`src/rtl/mlft_pkg.sv`:
```
`default_nettype none

package mlft_pkg;

    // Field widths
    localparam int MAC_W  = 48;
    localparam int PORT_W = 3;
    localparam int MASK_W = 8;
    localparam int AGE_W  = 16;
    localparam int KIND_W = 2;
    localparam int STAT_W = 2;
    localparam int OP_W   = 3;

    // Parameter defaults
    localparam int DEF_NUM_PORTS   = 8;
    localparam int DEF_TABLE_DEPTH = 64;

    // Register reset value
    localparam logic [AGE_W-1:0] AGE_LIMIT_RESET = 16'd300;

    // Item kinds
    localparam logic [KIND_W-1:0] KIND_FRAME = 2'd0;
    localparam logic [KIND_W-1:0] KIND_AGE   = 2'd1;
    localparam logic [KIND_W-1:0] KIND_ADD   = 2'd2;
    localparam logic [KIND_W-1:0] KIND_DEL   = 2'd3;

    // Result status codes
    localparam logic [STAT_W-1:0] STATUS_OK        = 2'd0;
    localparam logic [STAT_W-1:0] STATUS_FULL      = 2'd1;
    localparam logic [STAT_W-1:0] STATUS_PRESENT   = 2'd2;
    localparam logic [STAT_W-1:0] STATUS_NOT_FOUND = 2'd3;

    // Commands broadcast to every cell
    localparam logic [OP_W-1:0] OP_NOP  = 3'd0;
    localparam logic [OP_W-1:0] OP_CMP  = 3'd1;
    localparam logic [OP_W-1:0] OP_SEL  = 3'd2;
    localparam logic [OP_W-1:0] OP_ADD  = 3'd3;
    localparam logic [OP_W-1:0] OP_MOVE = 3'd4;
    localparam logic [OP_W-1:0] OP_DEL  = 3'd5;
    localparam logic [OP_W-1:0] OP_AGE  = 3'd6;

    typedef struct packed {
        logic [KIND_W-1:0] kind;
        logic [MAC_W-1:0]  src_mac;
        logic [MAC_W-1:0]  dst_mac;
        logic [PORT_W-1:0] in_port;
        logic [MASK_W-1:0] link_up_mask;
        logic              entry_static;
        logic [AGE_W-1:0]  start_age;
    } item_t;

    typedef struct packed {
        logic [MASK_W-1:0] fwd_mask;
        logic              dest_known;
        logic [STAT_W-1:0] status;
    } result_t;

    typedef struct packed {
        logic [OP_W-1:0]   op;
        logic [MAC_W-1:0]  src_mac;
        logic [MAC_W-1:0]  dst_mac;
        logic [PORT_W-1:0] port;
        logic              is_static;
        logic [AGE_W-1:0]  age;
        logic [AGE_W-1:0]  age_limit;
    } cell_cmd_t;

    // Summary handed from each cell to the next one up the row
    typedef struct packed {
        logic              free_seen;
        logic              src_hit;
        logic              src_static;
        logic [PORT_W-1:0] src_port;
        logic              dst_hit;
        logic [PORT_W-1:0] dst_port;
    } cell_chain_t;

endpackage

`default_nettype wire

```
`src/rtl/mlft_cell.sv`:
```
`default_nettype none

module mlft_cell
    import mlft_pkg::*;
(
    input  wire logic        clk,
    input  wire logic        rst_n,
    input  wire cell_cmd_t   cmd,
    input  wire cell_chain_t chain_in,
    output cell_chain_t      chain_out
);

    logic              valid_reg, valid_next;
    logic [MAC_W-1:0]  mac_reg, mac_next;
    logic [PORT_W-1:0] port_reg, port_next;
    logic              static_reg, static_next;
    logic [AGE_W-1:0]  age_reg, age_next;
    logic              hit_src_reg, hit_src_next;
    logic              hit_dst_reg, hit_dst_next;
    logic              pick_reg, pick_next;
    logic [AGE_W-1:0]  age_inc;

    assign age_inc = AGE_W'(age_reg + 1'b1);

    // Apply the broadcast command to this entry
    always_comb
    begin
        valid_next   = valid_reg;
        mac_next     = mac_reg;
        port_next    = port_reg;
        static_next  = static_reg;
        age_next     = age_reg;
        hit_src_next = hit_src_reg;
        hit_dst_next = hit_dst_reg;
        pick_next    = pick_reg;
        unique case (cmd.op)
            OP_CMP:
            begin
                hit_src_next = valid_reg && (mac_reg == cmd.src_mac);
                hit_dst_next = valid_reg && (mac_reg == cmd.dst_mac);
            end
            OP_SEL:
            begin
                pick_next = !valid_reg && !chain_in.free_seen;
            end
            OP_ADD:
            begin
                if (pick_reg)
                begin
                    valid_next  = 1'b1;
                    mac_next    = cmd.src_mac;
                    port_next   = cmd.port;
                    static_next = cmd.is_static;
                    age_next    = cmd.age;
                end
            end
            OP_MOVE:
            begin
                if (hit_src_reg && !static_reg)
                    port_next = cmd.port;
            end
            OP_DEL:
            begin
                if (hit_src_reg)
                    valid_next = 1'b0;
            end
            OP_AGE:
            begin
                if (valid_reg)
                begin
                    age_next = age_inc;
                    if (age_inc == cmd.age_limit)
                        valid_next = 1'b0;
                end
            end
            default:
            begin
            end
        endcase
    end

    // Hold the control bits
    always_ff @(posedge clk or negedge rst_n)
    begin
        if (!rst_n)
        begin
            valid_reg   <= 1'b0;
            hit_src_reg <= 1'b0;
            hit_dst_reg <= 1'b0;
            pick_reg    <= 1'b0;
        end
        else
        begin
            valid_reg   <= valid_next;
            hit_src_reg <= hit_src_next;
            hit_dst_reg <= hit_dst_next;
            pick_reg    <= pick_next;
        end
    end

    // Hold the entry payload
    always_ff @(posedge clk)
    begin
        mac_reg    <= mac_next;
        port_reg   <= port_next;
        static_reg <= static_next;
        age_reg    <= age_next;
    end

    // Fold this entry into the summary passed to the neighbour
    always_comb
    begin
        chain_out.free_seen  = chain_in.free_seen | !valid_reg;
        chain_out.src_hit    = chain_in.src_hit | hit_src_reg;
        chain_out.src_static = chain_in.src_static | (hit_src_reg & static_reg);
        chain_out.src_port   = chain_in.src_port | (hit_src_reg ? port_reg : '0);
        chain_out.dst_hit    = chain_in.dst_hit | hit_dst_reg;
        chain_out.dst_port   = chain_in.dst_port | (hit_dst_reg ? port_reg : '0);
    end

endmodule

`default_nettype wire

```
`config.mk`:
```
export PLATFORM = sky130hd
export DESIGN_NAME = mlft_cell
export DESIGN_NICKNAME = d
export VERILOG_FILES = /design/src/rtl/mlft_pkg.sv /design/src/rtl/mlft_cell.sv
export SDC_FILE = /design/constraint.sdc
export NUM_CORES = 1
export LEC_CHECK = 0
export CAP_MARGIN = 20
export CELL_PAD_IN_SITES_DETAIL_PLACEMENT = 2
export CELL_PAD_IN_SITES_GLOBAL_PLACEMENT = 2
export CORE_MARGIN = 8
export CORE_UTILIZATION = 35
export DETAILED_ROUTE_END_ITERATION = 6
export DONT_BUFFER_PORTS = 1
export GPL_ROUTABILITY_DRIVEN = 0
export PLACE_DENSITY_LB_ADDON = 0.08
export SYNTH_ARGS = -nofsm -noshare
export SYNTH_HDL_FRONTEND = slang
export SYNTH_SLANG_ARGS = --single-unit
```
`constraint.sdc`:
```
create_clock -name clk -period 3.05 [get_ports clk]
set_input_delay 0.4575 -clock clk [delete_from_list [all_inputs] [get_ports clk]]
set_output_delay 0.4575 -clock clk [all_outputs]
set_load 0.005 [all_outputs]
```
==> metrics.yaml <==
arrival_ns: 2.69
syn_area_per_cell_um2: 11.22
initial_core_util_pct: 35.25
end_kind: "register"
cts_inserted_buffers: 9
tightestPinTransition_ns: 0.7296
wire_per_inst_um: 23.63
pre_cts_ws_ns: 0.5844
grt_max_degree: 51
cts_sinks: 72
first_pass_iters: 4
p_per_area_nw_per_um2: 490.2
rsz0062_at_grt: "false"
fin_tns_setup_ns: 0
syn_nets: 538
antenna_cells: 0
instances_no_fill: 571
critPathMaxStageDelay_ns: 0.54
setup_viol: 0
yosys_register_bits: 72
synth_flop_cell: "edfxtp_1"
rows: 41
yosysSeqAreaShare_pct: 48.94
setup.worst_path.class: "register to register"
dieWidth_um: 127.8
layout_min_cycle_time_ns: 2.481
syn-cell-area_um2: 4377
drv_slew: 0
largest_reg_flops: 48
synthTopCellsByArea: "edfxtp_1, xnor2_1, xor2_1"
antenna_found_initial: 0
p_leak_uw: 0.001634
numPortBuffers: 0
ys_warn_count: 0
relSlewSlack_pct: 51.36
status: "finished, final reports clean"
ys_types: 52
drcViolationCount: 0
hpwl_um: 11240
dieArea_um2: 16340
period_share_pct: 81.36
syn2layout_area_growth_pct: 10.75
synth_top_area_cell: "edfxtp_1"
cts_setup_buffers: 0
netlist.area_leader.share_pct: 46.66
cts_max_path_buffers: 2
core_area_um2: 12410
drive_gt1_share_pct: 7.519
dp.cells: 554
async_reset_ff_share_pct: 5.556
drtAntennaViolNets: 0
fillers: 1342
drtIter0Drc: 113
vias_per_cell: 5.331
cap_violations: 0
hold_viol_final: 0
syn_inst: 390
crit_path_top_delay_cell: "nor4_1"
synth_edf_count: 68
cp_max_fo: 6
finalWorstSetupSlack_ns: 0.5687
routed_wirelength_um: 13490
crit_path_cell_trace: "ha_1, nand2_1, nor4_1, mux2i_1, o21ai_0, a2111oi_0, a31oi_1"
grt_use_total_pct: 16.77
hp-class: "primary input to register"
num_io_pins: 157
layout.nets: 542
cp.required_ns: 3.25
clock_latency_ns: 0.34
grt_first_pass_wirelength_um: 20330
root_buffer: "clkbuf_16"
cts_tree: "built"
cp-start-kind: "register"
finClkSkew_ns: 0.005325
grt_overflow_total: 0
vias: 3044
post_cts_resize_count: 0
chipHeight_um: 127.8
max_clock_freq_mhz: 403.0
htreeDepth: 3
ir_worst_vdd_uv: 360.4
grt_pass1_vias: 3576
clkTransAtPathRegs_ns: 0.06
[cell usage after synthesis, drive strengths merged (4+ instances only)]
cell type,number
nand4,17
nand2,28
and3,5
or4,4
inv,22
clkbuf,4
xor2,45
nand2b,9
dfrtp,4
nor2,10
buf,5
nor4,18
nor3,7
edfxtp,68
o2bb2ai,4
o22ai,4
a21o,9
nand3,7
o21ai,21
xnor2,63
[routing by layer]
metal	vias up	GRT usage (%)	share of wire, %
met2	90	31.43	55
met1	1507	15.54	34
met5	-	0	0
met4	0	6.993	1.9
met3	14	7.155	9.3
li1	1433	-	-
[cells in the final DEF, fill, tap and decap left out, types with 3 or more instances in the layout]
| cell type | n |
|---|---|
| a22o_1 | 3 |
| dfrtp_1 | 4 |
| clkbuf_16 | 9 |
| a21o_2 | 3 |
| o22ai_1 | 4 |
| a21oi_1 | 3 |
| xnor2_1 | 63 |
| nor3_1 | 6 |
| nand3_1 | 5 |
| and3_1 | 5 |
| nor4_1 | 16 |
| o21ai_0 | 21 |
| nor2_1 | 9 |
| xor2_1 | 45 |
| edfxtp_1 | 68 |
| nand4_1 | 16 |
| or4_1 | 4 |
| nand2b_1 | 9 |
| a21o_1 | 6 |
| inv_1 | 22 |
| o2bb2ai_1 | 4 |
| nand2_1 | 28 |
| or2_2 | 3 |
[path summary, 6_finish.rpt]
kind / start / endpoint / slack [ns] / cells past startpoint
setup / recovery: age_reg[0] / valid_reg / 0.57 / 7
hold / removal: chain_in[9] / pick_reg / 0.21 / 1
setup reg to reg: age_reg[0] / valid_reg / 0.57 / 7
hold reg to reg: pick_reg / pick_reg / 0.58 / 2
max in group asynchronous: rst_n / hit_src_reg / 2.45 / 1
min in group asynchronous: rst_n / hit_dst_reg / 0.40 / 1
[worst max-delay path, delay by kind of cell, from the launching register on]
family	cells	cell delay, ns
adder cells (fa/ha/maj)	1	0.30
AND/OR/NAND/NOR	2	0.73
flip-flops	1	0.45
AO/OA/AOI/OAI	3	0.62
multiplexers	1	0.25
[per-stage QoR]
step / total power, µW / hold WS, ns / area (µm²) / util [%]
2_1_floorplan: 1314 / 0.1619 / 4379 / -
3_3_place_gp: 1365 / 0.1622 / 4549 / 36.65
3_5_place_dp: 1368 / 0.1622 / 4549 / 36.65
4_1_cts: 2420 / 0.1970 / 4847 / 39.04
5_1_grt: 2471 / 0.1975 / 4847 / 39.04
6_report: 2376 / 0.2118 / 4847 / 39.04
[power by group]
group | switching (µW) | internal, µW
logic | 105 | 96.0
registers | 29.4 | 1110
clock network | 408 | 624
total | 543 | 1830
[kinds of logic (layout without fill, tap and decap cells)]
| logic type | Yosys count | count (layout) | share of synthesized area (%) |
|---|---|---|---|
| simple gates | 114 | 114 | 15.72 |
| mux | 1 | 1 | 0.2287 |
| flops | 72 | 72 | 48.94 |
| buf+inv | 31 | 40 | 3.202 |
| xor+xnor | 108 | 108 | 21.61 |
| fa+ha+maj | 1 | 1 | 0.2858 |
| compound gates | 63 | 63 | 10.01 |
[area by class of cell]
| cell class | instances | area [µm²] | area share, % |
|---|---|---|---|
| clock buffer | 9 | 225.2 | 4.646 |
| clock inverter | 7 | 62.56 | 1.291 |
| inverter | 22 | 82.58 | 1.704 |
| multi-input combinational | 287 | 2102 | 43.37 |
| sequential | 72 | 2142 | 44.19 |
| tap | 172 | 215.2 | 4.440 |
| timing repair buffer | 2 | 17.52 | 0.3614 |
[timing repair]
action,CTS,global route
setup endpoints to repair,0,0
hold buffers,1,0
hold endpoints to repair,4,0
(Power assumes the default switching activity.)
